==> config.mk <==
export PLATFORM = sky130hd
export DESIGN_NAME = adsr_wavetable_voice
export DESIGN_NICKNAME = d
export VERILOG_FILES = /design/src/hdl/avw_pkg.sv /design/src/hdl/avw_ctrl.sv /design/src/hdl/avw_datapath.sv /design/src/hdl/adsr_wavetable_voice.sv
export SDC_FILE = /design/constraint.sdc
export NUM_CORES = 2
export LEC_CHECK = 0
export BUFFER_PORTS_ARGS = -buffer_cell sky130_fd_sc_hd__buf_2
export CORE_MARGIN = 5
export CORE_UTILIZATION = 60
export CTS_BUF_LIST = sky130_fd_sc_hd__clkbuf_8
export DETAILED_ROUTE_END_ITERATION = 10
export GPL_TIMING_DRIVEN = 1
export HOLD_SLACK_MARGIN = 0.15
export PLACE_DENSITY = 0.77
export RECOVER_POWER = 50
export SYNTH_ARGS = -nofsm -noshare
export SYNTH_HDL_FRONTEND = slang
export SYNTH_HIERARCHICAL = 1
export SYNTH_SLANG_ARGS = --single-unit
==> constraint.sdc <==
create_clock -name clk -period 8.85 [get_ports clk]
set_clock_uncertainty 0.05 [all_clocks]
set_input_delay 1.77 -clock clk [delete_from_list [all_inputs] [get_ports clk]]
set_output_delay 1.77 -clock clk [all_outputs]
set_load 0.01 [all_outputs]
==> src/hdl/avw_pkg.sv <==
// ----------------------------------------------------------------------------
// avw_pkg
// Shared constants, types and the quarter-wave sine table for the voice.
// ----------------------------------------------------------------------------
package avw_pkg;

  localparam int PHASE_BITS   = 24;
  localparam int LEVEL_BITS   = 16;
  localparam int TIMER_BITS   = 20;
  localparam int SINE_DEPTH   = 256;
  localparam int SINE_ABITS   = $clog2(SINE_DEPTH);

  localparam int CFG_W        = 16;
  localparam int CFG_IDX_W    = 3;
  localparam int PHASE_STEP_W = 24;
  localparam int DURATION_W   = 20;
  localparam int WAVE_SEL_W   = 3;
  localparam int STAGE_W      = 3;
  localparam int SAMPLE_W     = 16;
  localparam int IN_TDATA_W   = 48;
  localparam int OUT_TDATA_W  = 24;

  localparam logic [LEVEL_BITS-1:0] LEVEL_MAX = '1;
  localparam logic [TIMER_BITS-1:0] TIMER_MAX = '1;

  localparam logic [15:0] LFSR_SEED = 16'hACE1;
  localparam logic [15:0] LFSR_TAPS = 16'hB400;

  localparam logic [CFG_W-1:0] ATTACK_STEP_RST   = 16'd1024;
  localparam logic [CFG_W-1:0] DECAY_STEP_RST    = 16'd256;
  localparam logic [CFG_W-1:0] SUSTAIN_LEVEL_RST = 16'd49152;
  localparam logic [CFG_W-1:0] RELEASE_STEP_RST  = 16'd256;
  localparam logic [CFG_W-1:0] OUTPUT_GAIN_RST   = 16'd65535;

  // divisor of the gain and level scaling: 65535 * (2^16 - 1)
  localparam logic [32:0] DIV_D  = 33'd4294836225;
  localparam logic [32:0] DIV_2D = 33'd8589672450;

  localparam logic [WAVE_SEL_W-1:0] WAVE_SQUARE   = 3'd0;
  localparam logic [WAVE_SEL_W-1:0] WAVE_SINE     = 3'd1;
  localparam logic [WAVE_SEL_W-1:0] WAVE_TRIANGLE = 3'd2;
  localparam logic [WAVE_SEL_W-1:0] WAVE_SAW      = 3'd3;
  localparam logic [WAVE_SEL_W-1:0] WAVE_NOISE    = 3'd4;

  typedef enum logic [CFG_IDX_W-1:0] {
    REG_ATTACK_STEP   = 3'd0,
    REG_DECAY_STEP    = 3'd1,
    REG_SUSTAIN_LEVEL = 3'd2,
    REG_RELEASE_STEP  = 3'd3,
    REG_OUTPUT_GAIN   = 3'd4
  } cfg_reg_t;

  typedef enum logic [STAGE_W-1:0] {
    ST_IDLE    = 3'd0,
    ST_ATTACK  = 3'd1,
    ST_DECAY   = 3'd2,
    ST_SUSTAIN = 3'd3,
    ST_RELEASE = 3'd4
  } env_stage_t;

  typedef struct packed {
    logic load_note;
    logic phase_adv;
    logic wave_env;
    logic mul1;
    logic mul2;
    logic div;
    logic out_load;
    logic out_zero;
  } avw_cmd_t;

  typedef struct packed {
    logic active;
  } avw_status_t;

  localparam logic [14:0] SINE_PEAK = 15'd32767;

  typedef logic [14:0] sine_rom_t [SINE_DEPTH];

  // 32767 * sin(pi/2 * i / SINE_DEPTH) by an odd polynomial in Q16
  function automatic sine_rom_t build_sine_rom();
    sine_rom_t   rom;
    logic [63:0] x;
    logic [63:0] x2;
    logic [63:0] t;
    logic [63:0] y;
    for (int i = 0; i < SINE_DEPTH; i++) begin
      x  = (64'(i) << 16) / SINE_DEPTH;
      x2 = (x * x) >> 16;
      t  = (64'd5223 * x2) >> 16;
      t  = 64'd42334 - t;
      t  = (t * x2) >> 16;
      t  = 64'd102944 - t;
      y  = (t * x) >> 16;
      y  = (y * 64'd32767 + 64'd32768) >> 16;
      if (y > 64'd32767) begin
        y = 64'd32767;
      end
      rom[i] = 15'(y);
    end
    return rom;
  endfunction

  localparam sine_rom_t SINE_ROM = build_sine_rom();

endpackage

==> src/hdl/avw_ctrl.sv <==
// ----------------------------------------------------------------------------
// avw_ctrl
// Sequencer for the voice: takes transactions, steps the datapath through
// wave/envelope, two multiplies and the scaling divide, and owns out_tvalid.
// ----------------------------------------------------------------------------
module avw_ctrl (
  input  logic                  clk,
  input  logic                  rst_n,
  input  logic                  in_tvalid,
  output logic                  in_tready,
  input  logic                  in_is_note,
  output logic                  out_tvalid,
  input  logic                  out_tready,
  input  avw_pkg::avw_status_t  status,
  output avw_pkg::avw_cmd_t     cmd
);
  import avw_pkg::*;

  typedef enum logic [2:0] {
    S_IDLE = 3'd0,
    S_WAVE = 3'd1,
    S_MUL1 = 3'd2,
    S_MUL2 = 3'd3,
    S_DIV  = 3'd4,
    S_OUT  = 3'd5
  } state_t;

  state_t state_r;
  state_t state_nxt;
  logic   zero_r;
  logic   zero_nxt;
  logic   out_valid_r;
  logic   out_valid_nxt;
  logic   accept;
  logic   out_free;

  assign in_tready  = (state_r == S_IDLE);
  assign out_tvalid = out_valid_r;
  assign accept     = in_tvalid && in_tready;
  assign out_free   = !out_valid_r || out_tready;

  always_comb begin
    cmd           = '0;
    state_nxt     = state_r;
    zero_nxt      = zero_r;
    out_valid_nxt = out_valid_r && !out_tready;
    unique case (state_r)
      S_IDLE: begin
        if (accept) begin
          if (in_is_note) begin
            cmd.load_note = 1'b1;
          end else if (status.active) begin
            cmd.phase_adv = 1'b1;
            zero_nxt      = 1'b0;
            state_nxt     = S_WAVE;
          end else begin
            zero_nxt  = 1'b1;
            state_nxt = S_OUT;
          end
        end
      end
      S_WAVE: begin
        cmd.wave_env = 1'b1;
        state_nxt    = S_MUL1;
      end
      S_MUL1: begin
        cmd.mul1  = 1'b1;
        state_nxt = S_MUL2;
      end
      S_MUL2: begin
        cmd.mul2  = 1'b1;
        state_nxt = S_DIV;
      end
      S_DIV: begin
        cmd.div   = 1'b1;
        state_nxt = S_OUT;
      end
      S_OUT: begin
        if (out_free) begin
          cmd.out_load  = 1'b1;
          cmd.out_zero  = zero_r;
          out_valid_nxt = 1'b1;
          state_nxt     = S_IDLE;
        end
      end
      default: begin
        state_nxt = S_IDLE;
      end
    endcase
  end

  always_ff @(posedge clk) begin
    if (!rst_n) begin
      state_r     <= S_IDLE;
      zero_r      <= 1'b0;
      out_valid_r <= 1'b0;
    end else begin
      state_r     <= state_nxt;
      zero_r      <= zero_nxt;
      out_valid_r <= out_valid_nxt;
    end
  end

endmodule

==> src/hdl/avw_datapath.sv <==
// ----------------------------------------------------------------------------
// avw_datapath
// Voice state, configuration registers, oscillator, ADSR envelope and the
// gain/level scaling with a reciprocal-style divide and output register.
// ----------------------------------------------------------------------------
module avw_datapath (
  input  logic                                 clk,
  input  logic                                 rst_n,
  input  logic                                 cfg_we,
  input  logic [avw_pkg::CFG_IDX_W-1:0]        cfg_addr,
  input  logic [avw_pkg::CFG_W-1:0]            cfg_wdata,
  input  logic [avw_pkg::PHASE_STEP_W-1:0]     note_phase_step,
  input  logic [avw_pkg::WAVE_SEL_W-1:0]       note_waveform,
  input  logic [avw_pkg::DURATION_W-1:0]       note_duration,
  input  avw_pkg::avw_cmd_t                    cmd,
  output avw_pkg::avw_status_t                 status,
  output logic signed [avw_pkg::SAMPLE_W-1:0]  res_sample,
  output logic                                 res_voice_active,
  output logic [avw_pkg::STAGE_W-1:0]          res_stage
);
  import avw_pkg::*;

  // configuration
  logic [CFG_W-1:0] attack_r;
  logic [CFG_W-1:0] decay_r;
  logic [CFG_W-1:0] sustain_r;
  logic [CFG_W-1:0] release_r;
  logic [CFG_W-1:0] gain_r;

  // voice state
  logic [PHASE_BITS-1:0] phase_acc_r;
  logic [PHASE_BITS-1:0] phase_acc_nxt;
  logic [PHASE_BITS-1:0] phase_incr_r;
  logic [PHASE_BITS-1:0] phase_incr_nxt;
  logic [WAVE_SEL_W-1:0] wave_sel_r;
  logic [WAVE_SEL_W-1:0] wave_sel_nxt;
  logic [LEVEL_BITS-1:0] env_level_r;
  logic [LEVEL_BITS-1:0] env_level_nxt;
  env_stage_t            env_stage_r;
  env_stage_t            env_stage_nxt;
  logic [TIMER_BITS-1:0] tick_timer_r;
  logic [TIMER_BITS-1:0] tick_timer_nxt;
  logic [TIMER_BITS-1:0] note_length_r;
  logic [TIMER_BITS-1:0] note_length_nxt;
  logic [15:0]           lfsr_r;
  logic [15:0]           lfsr_nxt;

  // arithmetic pipeline
  logic signed [16:0]    w_r;
  logic                  neg_r;
  logic [31:0]           p1_r;
  logic [31:0]           p1_nxt;
  logic [47:0]           p2_r;
  logic [47:0]           p2_nxt;
  logic [15:0]           q0_r;
  logic [32:0]           rem_r;
  logic [32:0]           rem_nxt;
  logic signed [SAMPLE_W-1:0] sample_nxt;

  // wave forming
  logic [15:0]           u;
  logic [1:0]            quad;
  logic [SINE_ABITS-1:0] sin_raw;
  logic [SINE_ABITS-1:0] sin_idx;
  logic [14:0]           sin_mag;
  logic [15:0]           lfsr_adv;
  logic signed [17:0]    tri_val;
  logic signed [16:0]    wave_val;

  // envelope
  logic [LEVEL_BITS:0]   lvl_sum;
  logic [LEVEL_BITS:0]   dec_floor;
  logic [LEVEL_BITS-1:0] lvl_env;
  env_stage_t            stage_env;
  logic [TIMER_BITS-1:0] timer_inc;

  // scaling
  logic [16:0]           w_abs;
  logic [1:0]            corr;
  logic [16:0]           mag;

  assign status.active = (env_stage_r != ST_IDLE);

  always_ff @(posedge clk) begin
    if (!rst_n) begin
      attack_r  <= ATTACK_STEP_RST;
      decay_r   <= DECAY_STEP_RST;
      sustain_r <= SUSTAIN_LEVEL_RST;
      release_r <= RELEASE_STEP_RST;
      gain_r    <= OUTPUT_GAIN_RST;
    end else if (cfg_we) begin
      unique case (cfg_addr)
        REG_ATTACK_STEP:   attack_r  <= cfg_wdata;
        REG_DECAY_STEP:    decay_r   <= cfg_wdata;
        REG_SUSTAIN_LEVEL: sustain_r <= cfg_wdata;
        REG_RELEASE_STEP:  release_r <= cfg_wdata;
        REG_OUTPUT_GAIN:   gain_r    <= cfg_wdata;
        default: begin
        end
      endcase
    end
  end

  assign u        = 16'({phase_acc_r, 16'b0} >> PHASE_BITS);
  assign quad     = u[15:14];
  assign sin_raw  = u[13 -: SINE_ABITS];
  assign sin_idx  = quad[0] ? SINE_ABITS'(~sin_raw + 1'b1) : sin_raw;
  assign sin_mag  = (quad[0] && sin_raw == '0) ? SINE_PEAK : SINE_ROM[sin_idx];
  assign lfsr_adv = {1'b0, lfsr_r[15:1]} ^ (lfsr_r[0] ? LFSR_TAPS : 16'h0000);

  always_comb begin
    tri_val  = '0;
    wave_val = '0;
    case (wave_sel_r)
      WAVE_SQUARE: begin
        wave_val = u[15] ? -17'sd32767 : 17'sd32767;
      end
      WAVE_SINE: begin
        wave_val = quad[1] ? -$signed({2'b00, sin_mag}) : $signed({2'b00, sin_mag});
      end
      WAVE_TRIANGLE: begin
        if (!u[15]) begin
          wave_val = $signed({1'b0, u[14:0], 1'b0}) - 17'sd32768;
        end else begin
          tri_val  = 18'sd98304 - $signed({1'b0, u, 1'b0});
          wave_val = (tri_val > 18'sd32767) ? 17'sd32767 : 17'(tri_val);
        end
      end
      WAVE_SAW: begin
        wave_val = 17'($signed({~u[15], u[14:0]}));
      end
      WAVE_NOISE: begin
        wave_val = 17'($signed({~lfsr_adv[15], lfsr_adv[14:0]}));
      end
      default: begin
        wave_val = '0;
      end
    endcase
  end

  always_comb begin
    lvl_sum   = {1'b0, env_level_r} + {1'b0, attack_r};
    dec_floor = {1'b0, sustain_r} + {1'b0, decay_r};
    lvl_env   = env_level_r;
    stage_env = env_stage_r;
    unique case (env_stage_r)
      ST_ATTACK: begin
        if (lvl_sum >= {1'b0, LEVEL_MAX}) begin
          lvl_env   = LEVEL_MAX;
          stage_env = ST_DECAY;
        end else begin
          lvl_env = lvl_sum[LEVEL_BITS-1:0];
        end
      end
      ST_DECAY: begin
        if ({1'b0, env_level_r} <= dec_floor) begin
          lvl_env   = sustain_r;
          stage_env = ST_SUSTAIN;
        end else begin
          lvl_env = env_level_r - decay_r;
        end
      end
      ST_RELEASE: begin
        if (env_level_r <= release_r) begin
          lvl_env   = '0;
          stage_env = ST_IDLE;
        end else begin
          lvl_env = env_level_r - release_r;
        end
      end
      default: begin
      end
    endcase
    timer_inc = (tick_timer_r != TIMER_MAX) ? tick_timer_r + 1'b1 : tick_timer_r;
  end

  always_comb begin
    phase_acc_nxt   = phase_acc_r;
    phase_incr_nxt  = phase_incr_r;
    wave_sel_nxt    = wave_sel_r;
    env_level_nxt   = env_level_r;
    env_stage_nxt   = env_stage_r;
    tick_timer_nxt  = tick_timer_r;
    note_length_nxt = note_length_r;
    lfsr_nxt        = lfsr_r;
    if (cmd.load_note) begin
      phase_incr_nxt  = PHASE_BITS'(note_phase_step);
      wave_sel_nxt    = note_waveform;
      note_length_nxt = TIMER_BITS'(note_duration);
      phase_acc_nxt   = '0;
      tick_timer_nxt  = '0;
      env_level_nxt   = '0;
      env_stage_nxt   = ST_ATTACK;
    end
    if (cmd.phase_adv) begin
      phase_acc_nxt = phase_acc_r + phase_incr_r;
    end
    if (cmd.wave_env) begin
      env_level_nxt  = lvl_env;
      tick_timer_nxt = timer_inc;
      env_stage_nxt  = stage_env;
      if (timer_inc >= note_length_r &&
          (stage_env == ST_ATTACK || stage_env == ST_DECAY || stage_env == ST_SUSTAIN)) begin
        env_stage_nxt = ST_RELEASE;
      end
      if (wave_sel_r == WAVE_NOISE) begin
        lfsr_nxt = lfsr_adv;
      end
    end
  end

  always_ff @(posedge clk) begin
    if (!rst_n) begin
      phase_acc_r   <= '0;
      phase_incr_r  <= '0;
      wave_sel_r    <= '0;
      env_level_r   <= '0;
      env_stage_r   <= ST_IDLE;
      tick_timer_r  <= '0;
      note_length_r <= '0;
      lfsr_r        <= LFSR_SEED;
    end else begin
      phase_acc_r   <= phase_acc_nxt;
      phase_incr_r  <= phase_incr_nxt;
      wave_sel_r    <= wave_sel_nxt;
      env_level_r   <= env_level_nxt;
      env_stage_r   <= env_stage_nxt;
      tick_timer_r  <= tick_timer_nxt;
      note_length_r <= note_length_nxt;
      lfsr_r        <= lfsr_nxt;
    end
  end

  // floor(p2 / DIV_D): estimate from the top bits, then at most two corrections
  always_comb begin
    w_abs   = w_r[16] ? 17'(-w_r) : 17'(w_r);
    p1_nxt  = w_abs[15:0] * gain_r;
    p2_nxt  = p1_r * env_level_r;
    rem_nxt = {1'b0, p2_r[31:0]} + ({p2_r[47:32], 17'b0} - 33'(p2_r[47:32]));
    if (rem_r >= DIV_2D) begin
      corr = 2'd2;
    end else if (rem_r >= DIV_D) begin
      corr = 2'd1;
    end else begin
      corr = 2'd0;
    end
    mag = {1'b0, q0_r} + 17'(corr);
    if (mag > 17'd32768) begin
      mag = 17'd32768;
    end
    if (cmd.out_zero) begin
      sample_nxt = '0;
    end else if (neg_r) begin
      sample_nxt = SAMPLE_W'(-$signed(mag));
    end else if (mag > 17'd32767) begin
      sample_nxt = 16'sd32767;
    end else begin
      sample_nxt = SAMPLE_W'(mag);
    end
  end

  always_ff @(posedge clk) begin
    if (cmd.wave_env) begin
      w_r <= wave_val;
    end
    if (cmd.mul1) begin
      p1_r  <= p1_nxt;
      neg_r <= w_r[16];
    end
    if (cmd.mul2) begin
      p2_r <= p2_nxt;
    end
    if (cmd.div) begin
      q0_r  <= p2_r[47:32];
      rem_r <= rem_nxt;
    end
    if (cmd.out_load) begin
      res_sample       <= sample_nxt;
      res_voice_active <= (env_stage_r != ST_IDLE);
      res_stage        <= env_stage_r;
    end
  end

endmodule

==> src/hdl/adsr_wavetable_voice.sv <==
// ----------------------------------------------------------------------------
// adsr_wavetable_voice
// One fixed-point synthesizer voice: oscillator, ADSR envelope and gain.
// ----------------------------------------------------------------------------
// Input stream: in_tuser selects the kind of transaction, 0 a sample tick and
// 1 a note_on that loads phase step, waveform and duration from in_tdata.
// A note_on yields no result. Each tick yields one result
// on the output stream: signed sample, voice_active flag and envelope stage.
// A tick on a sounding voice runs the wave and envelope step, the two
// multiplies, the divide and its correction in turn on one datapath, and no
// new transaction is taken until its result is loaded. A tick on a silent
// voice skips to the output load and yields a zero sample.
// Configuration writes (cfg_we, cfg_addr, cfg_wdata) take effect at the next
// edge and must be issued while the voice is not busy; unknown indexes are
// dropped. Reset (rst_n low, synchronous) silences the voice, reseeds the
// noise generator and restores the register defaults.
// A finished result waits in the output register while out_tready is low;
// the next transaction is still taken, and its result holds until that slot
// frees up.
// ----------------------------------------------------------------------------
module adsr_wavetable_voice (
  input  logic                               clk,
  input  logic                               rst_n,
  input  logic                               in_tvalid,
  output logic                               in_tready,
  // phase_step[23:0], waveform[26:24], duration_ticks[46:27], zero[47]
  input  logic [avw_pkg::IN_TDATA_W-1:0]     in_tdata,
  // command
  input  logic                               in_tuser,
  input  logic                               cfg_we,
  input  logic [avw_pkg::CFG_IDX_W-1:0]      cfg_addr,
  input  logic [avw_pkg::CFG_W-1:0]          cfg_wdata,
  output logic                               out_tvalid,
  input  logic                               out_tready,
  // sample[15:0], voice_active[16], envelope_stage[19:17], zero[23:20]
  output logic [avw_pkg::OUT_TDATA_W-1:0]    out_tdata
);
  import avw_pkg::*;

  avw_cmd_t                   cmd;
  avw_status_t                status;
  logic signed [SAMPLE_W-1:0] res_sample;
  logic                       res_voice_active;
  logic [STAGE_W-1:0]         res_stage;

  avw_ctrl u_ctrl (
    .clk        (clk),
    .rst_n      (rst_n),
    .in_tvalid  (in_tvalid),
    .in_tready  (in_tready),
    .in_is_note (in_tuser),
    .out_tvalid (out_tvalid),
    .out_tready (out_tready),
    .status     (status),
    .cmd        (cmd)
  );

  avw_datapath u_datapath (
    .clk              (clk),
    .rst_n            (rst_n),
    .cfg_we           (cfg_we),
    .cfg_addr         (cfg_addr),
    .cfg_wdata        (cfg_wdata),
    .note_phase_step  (in_tdata[23:0]),
    .note_waveform    (in_tdata[26:24]),
    .note_duration    (in_tdata[46:27]),
    .cmd              (cmd),
    .status           (status),
    .res_sample       (res_sample),
    .res_voice_active (res_voice_active),
    .res_stage        (res_stage)
  );

  assign out_tdata = {4'b0000, res_stage, res_voice_active, res_sample};

  a_silent_is_zero : assert property (@(posedge clk) disable iff (!rst_n)
    out_tvalid && !out_tdata[16] |-> out_tdata[15:0] == 16'h0000 &&
                                     out_tdata[19:17] == ST_IDLE)
    else $error("silent voice result carries nonzero sample or stage");

  a_active_matches_stage : assert property (@(posedge clk) disable iff (!rst_n)
    out_tvalid |-> out_tdata[16] == (out_tdata[19:17] != ST_IDLE))
    else $error("voice_active disagrees with envelope stage");

  a_note_starts_voice : assert property (@(posedge clk) disable iff (!rst_n)
    in_tvalid && in_tready && in_tuser |=> status.active)
    else $error("note_on did not start the voice");

endmodule
* After elaboration in Yosys (flattened, before gate mapping)
Memory sizes are Yosys's and may differ from the RTL's. Index checks and enable logic that the tools add are counted.
Cells by class: add/subtract/negate cells 15, multiply operators 2, magnitude comparators 10, equality and inequality tests 24, muxes and demuxes 53, bitwise logic cells 6, reduce and logical (&&, ||, !) cells 25
Operators by type and width (count):
- $mux 16 | 9
- $mux 17 | 5
- $pmux 17 s5 | 1
- $mux 20 | 3
- $mul 32x16->48 | 1
- $mux 24 | 2
- $pmux 16 s3 | 1
- $mux 15 | 3
- $add 16x16->17 | 2
- $add 32x33->33 | 1
- $ge 33x32->1 const B | 1
- $ge 33x33->1 const B | 1
- $sub 33x16->33 | 1
- $mul 16x16->32 | 1
- $neg 16->16 | 2
- $sub 16x16->16 | 2
- $mux 3 | 10
- $eq 3x2->1 const B | 9
- $add 24x24->24 | 1
- $add 20x1->20 const B | 1
- $ge 20x20->1 | 1
- $ne 20x20->1 const B | 1
- $gt 18x16->1 const B | 1
- $pmux 3 s6 | 1
- 33 further kinds | 74
Storage, ports and cells: register bits after elaboration 378, memory bits (read-only) 3840, input bits 73, output and inout port bits 26, logic and storage cells 161, memories kept 1
Memories:
- (name not given) | words 256, bits a word 15, rd ports 1, clocked after memory_dff 0, write ports 0, line avw_datapath.sv:108 | assign sin_mag = (quad[0] && sin_raw == '0) ? SINE_PEAK : SINE_ROM[sin_idx];

* Logic depth before layout (Yosys ltp)
depth after elaboration 11, mapped depth 32, depth with buffers taken out 31

* By module
Netlist, hierarchy kept.
Modules (own cells, without submodules):
- avw_datapath | times used 1, cells an instance 6144, area an instance 52534.1 um^2, sequential area each 9138.8 um^2
- avw_ctrl | times used 1, cells an instance 37, area an instance 341.6 um^2, sequential area each 100.1 um^2
- adsr_wavetable_voice | times used 1, cells an instance 6, area an instance 41.3 um^2, sequential area each 0.0 um^2

* Worst setup path after synthesis
OpenSTA, ideal clock, no wires.
kind reg2reg, from reg u_datapath.w_r[0], to reg u_datapath.p1_r[25], data pin, setup time 258 ps, arrival time 7607 ps, data required time 8542 ps, setup slack 936 ps, stages on the path, launching flop included 31, path buffers 2, period minus slack after synthesis 7914 ps, path through edfxtp_1 clkbuf_1 inv_1 ha_1 nand2b_1 or4_1 o21ai_0 xnor2_1 clkbuf_1 nand2_1 fa_1 fa_1 inv_1 fa_1 inv_1 fa_1 inv_1 fa_1 fa_1 ha_1 a21o_1 a31o_2 a21oi_1 nand2_1 o22ai_1 o21ai_0 a211o_1 a21o_1 a21o_1 a21oi_1 xnor2_1
On the way: longest elaborated chain between the ends 3
Ends and longest elaborated chain:
- start: declaration | line avw_datapath.sv:49 | logic signed [16:0] w_r;
- start signal: assignment | line avw_datapath.sv:264 | w_r <= wave_val;
- $neg 16->16 | line avw_datapath.sv:236 | w_abs = w_r[16] ? 17'(-w_r) : 17'(w_r);
- $mux 16 (*) | line avw_datapath.sv:236
- $mul 16x16->32 (*) | line avw_datapath.sv:237 | p1_nxt = w_abs[15:0] * gain_r;
- named net u_datapath.p1_nxt[25] | line avw_datapath.sv:52 | logic [31:0] p1_nxt;
- end signal: assignment | line avw_datapath.sv:267 | p1_r <= p1_nxt;
- end: declaration | line avw_datapath.sv:51 | logic [31:0] p1_r;
Mark *: on every way through the listed nets, which the timed path passes. The rest lies on a longest branch. A chain may end at the register's enable or synchronous reset.

* Worst setup path after layout
from reg u_datapath.w_r[2], to reg u_datapath.p1_r[29], data pin
Same word-level chain as after synthesis.

==> summary.md <==
| Metric | Value |
|---|---|
| Clk_lat worst skew | approximately 700 ps |
| Hold path cells | 0 |
| Crit Path Category | register to register |
| DR vias/cell | 6.11 |
| Number of synthesized register bits | ~380 |
| Vias in the first global route | about 45,000 |
| Htree depth | 3 |
| CTS Buf Count | 70 |
| Initial antenna violation count | 9 |
| Ports | roughly 100 |
| Max_cap viols | 6 |
| Min Tclk post-route | approximately 8200 ps |
| Worst slew pin tran | approximately 3300 ps |
| Hold_sp | u_datapath/p2_r[43]$_DFFE_PP_ |
| Clock buffer depth | 3 |
| Synth Area in Compound Gates | between 10% and 20% |
| Final worst path period share | 92.3% |
| Routed len/inst | between 20 and 25 um |
| Total Die Area | approximately 94,000 sq um |
| Die Wd | 307 um |
| Slew margin rel. | -119% |
| Setup violations, final | 0 |
| Mux share of post-synthesis cell area | 1.67% |
| Worst min path class | register to register |
| Root Buffer | clkbuf_8 |
| Cts hold-fix bufs | 0 |
| Top cells by area, synth | fa_1 (23%), ha_1 (10%), edfxtp_1 (9.5%), dfxtp_1 (8.0%), nand2_1 (6.2%) |
| Ys Warns | 6 |
| Final #Nets | 7,236 |
| Initial detailed-routing violation count | ~4,300 |
| Pre-antenna DRT Iters | 9 |
| Final ANT Viol Nets | 0 |
| Hold endpoint | u_datapath/q0_r[11]$_DFFE_PP_ |
| Reg2reg path depth | 27 |
| Post-CTS setup buffer count | 0 |
| CP Data Required Time | between 9000 and 10,000 ps |
| GR Util All Layers | 32.0% |
| Largest net degree at the start of global routing | around 110 |
| R2r setup slk | around 700 ps |
| Yosys top cell area share | a little under a quarter |
| Worst setup SP type | register |
| IO Port Bufs | between 90 and 100 |
| Critical path's most frequent cell | fa_1 |
| DIE HEIGHT | roughly 310 um |
| # resized after CTS | 0 |
| Largest family of logic cells by synthesized area | adder cells |
| CTS Sinks | ~380 |
| Syn avg cell area | 8.55 sq um |
| RR Startpoint | u_datapath/w_r[2]$_DFFE_PP_ |
| Initial Util | 60.2% |
| DP HPWL | around 120,000 um |
| Critical path arrival | between 8000 and 9000 ps |
| Sequential-to-total area share from yosys stat | 17.5% |
| Crit-path slowest cell | fa_1 |
| Post-route setup TNS | 0 ps |
| Total congestion overflow | 0 |
| Clock Pin Slew Worst Setup and Hold Paths | 60 ps |
| Crit end category | register |
| Final RePlAce weighted congestion | approximately 1 |
| RSZ-0062 raised after global routing | false |
| Failing checks | max-capacitance violations, max-slew violations |
| Synth cell types | between 100 and 150 |
| Synthesized instance count | about 6,200 |
| First-pass GRT wire length | 243,000 um |
| Area leader, netlist | fa_1 |
| Adder-Cell Fraction of Synth Area | 33.7% |
| Cell Area, Synth | approximately 53,000 sq um |
| Top_reg_cell synth | dfxtp_1 |
| Max stage delay on crit path | roughly 540 ps |
| Post-Synth XOR/XNOR Area | roughly 4.4% |
| Status | finished with violations |
| Fill count | ~7,500 |
| DR vias | about 45,000 |
| Ys async rst share | 0% |
| R2R Path End | u_datapath/p1_r[29]$_DFFE_PP_ |
| Final Hold Fails | 0 |
| EDFF count, synth | 167 |
| Site Rows | between 100 and 150 |
| CP max FO | 15 |
| Simple-Gate Fraction of Synth Area | 18.9% |
| Max Freq | about 120 MHz |
| Fin. max-slew vios | approximately 300 |
| Post-Route WL | around 150,000 um |
| CTS tree | done |
| Synth-to-layout area growth | 5.04% |
| Detailed-route DRC error count | 0 |
| Layout cells sized above 1 | 5.65% |
| Core Region | roughly 88,000 sq um |
metal layers:
metal	global-route usage [%]	share of wire, %	vias to the layer above
met5	0	0.0086	-
met4	15.4	5.6	2
met3	5.13	8.5	472
met2	51.2	46	2031
met1	42.7	40	21800
li1	-	-	20400
critical path: cells and delay by family, from the launching register on:
family	cells	cell delay, ps
adder cells (fa/ha/maj)	7	3330
AND/OR/NAND/NOR	9	1770
AO/OA/AOI/OAI	5	1660
buffers and inverters	4	440
flip-flops	1	410
XOR/XNOR	2	280
synthesized netlist by cell type (38+ instances only):
cell,count
a211oi_1,49
a21boi_0,79
a21o_1,102
a21oi_1,295
a31oi_1,53
and2_1,342
and3_1,38
buf_2,44
clkbuf_1,257
dfxtp_1,211
edfxtp_1,167
fa_1,619
ha_1,435
inv_1,822
mux2i_1,77
nand2_1,880
nand2b_1,39
nand3_1,122
nand4_1,41
nor2_1,214
nor2b_1,131
nor3_1,79
o211ai_1,45
o21a_1,38
o21ai_0,192
xnor2_1,174
xor2_1,85
per-stage QoR:
step	util, %	cell area (sq um)	setup slack (ps)	std cells	hold slack, ps
detailed placement	61.6	54200	772	7202	401
finish	63.2	55600	685	7332	417
floorplan	-	52900	936	6190	356
global placement	61.6	54200	804	7202	389
CTS	63.2	55600	798	7326	416
global route	63.2	55600	230	7332	427
sequential cells by signal, indices dropped and copies added (netlist names), 16 cells and up:
| signal | cells |
|---|---|
| u_datapath/attack_r | 16 |
| u_datapath/decay_r | 16 |
| u_datapath/env_level_r | 16 |
| u_datapath/gain_r | 16 |
| u_datapath/lfsr_r | 16 |
| u_datapath/note_length_r | 20 |
| u_datapath/p1_r | 32 |
| u_datapath/p2_r | 48 |
| u_datapath/phase_acc_r | 24 |
| u_datapath/phase_incr_r | 24 |
| u_datapath/q0_r | 16 |
| u_datapath/release_r | 16 |
| u_datapath/rem_r | 33 |
| u_datapath/res_sample | 16 |
| u_datapath/sustain_r | 16 |
| u_datapath/tick_timer_r | 20 |
| u_datapath/w_r | 17 |
kinds of logic after synthesis:
kind of cell               after synthesis
adders and majority gates             1054
DFF                                    378
buffers and inverters                 1173
xor gates and xnor gates               261
other                                    1
AOI/OAI and AO/OA                     1193
muxes                                   86
and+or+nand+nor                       2041
cell usage in the layout (no fill, tap or decap), types with 19 or more instances in the layout:
cell,n
o221ai_1,25
xor2_1,85
mux2i_1,77
o211ai_1,45
o21a_1,38
nor2_1,213
a211oi_1,49
o22ai_1,21
nand4_1,41
clkbuf_8,77
o21bai_1,28
dfxtp_1,209
nor3_1,78
inv_1,840
ha_1,435
nand3_1,122
and2_1,338
nor2b_1,131
buf_2,78
a21oi_1,295
fa_1,619
a31oi_1,53
o31ai_1,26
o21ai_0,192
clkbuf_1,19
nand2_1,880
a221oi_1,29
or3_1,21
edfxtp_1,167
and3_1,38
a21boi_0,79
buf_4,95
nand2b_1,39
nor4_1,28
xnor2_1,172
nor3b_1,36
a21o_1,102
worst max-delay path by stage:
stage	startpoint	to	slack, ps	cells after the start
after global routing	u_datapath/w_r[0]$_DFFE_PP_	u_datapath/p1_r[29]$_DFFE_PP_	230	29
final	u_datapath/w_r[2]$_DFFE_PP_	u_datapath/p1_r[29]$_DFFE_PP_	690	27
after floorplan	u_datapath/w_r[0]$_DFFE_PP_	u_datapath/p1_r[25]$_DFFE_PP_	940	30
after CTS	u_datapath/env_level_r[1]$_SDFFE_PN0P_	u_datapath/p2_r[46]$_DFFE_PP_	800	24
after detailed placement	u_datapath/env_level_r[3]$_SDFFE_PN0P_	u_datapath/p2_r[46]$_DFFE_PP_	770	23
after global placement	u_datapath/w_r[2]$_DFFE_PP_	u_datapath/p1_r[25]$_DFFE_PP_	800	27
final cells by class:
cell class                      count  area, sq um  share of cell area, %
Antenna cell                        6         15.0                 0.0270
Inverter                          828         3110                   5.59
Clock inverter                     47          355                  0.639
Tap cell                         1165         1460                   2.62
Sequential cell                   378         9240                   16.6
Multi-Input combinational cell   4639        39200                   70.5
Clock buffer                       77         1060                   1.91
Timing Repair Buffer              192         1170                   2.11
Power is not shown: default switching activity piles up to over one toggle a cycle in this logic, so the estimate is an artifact.
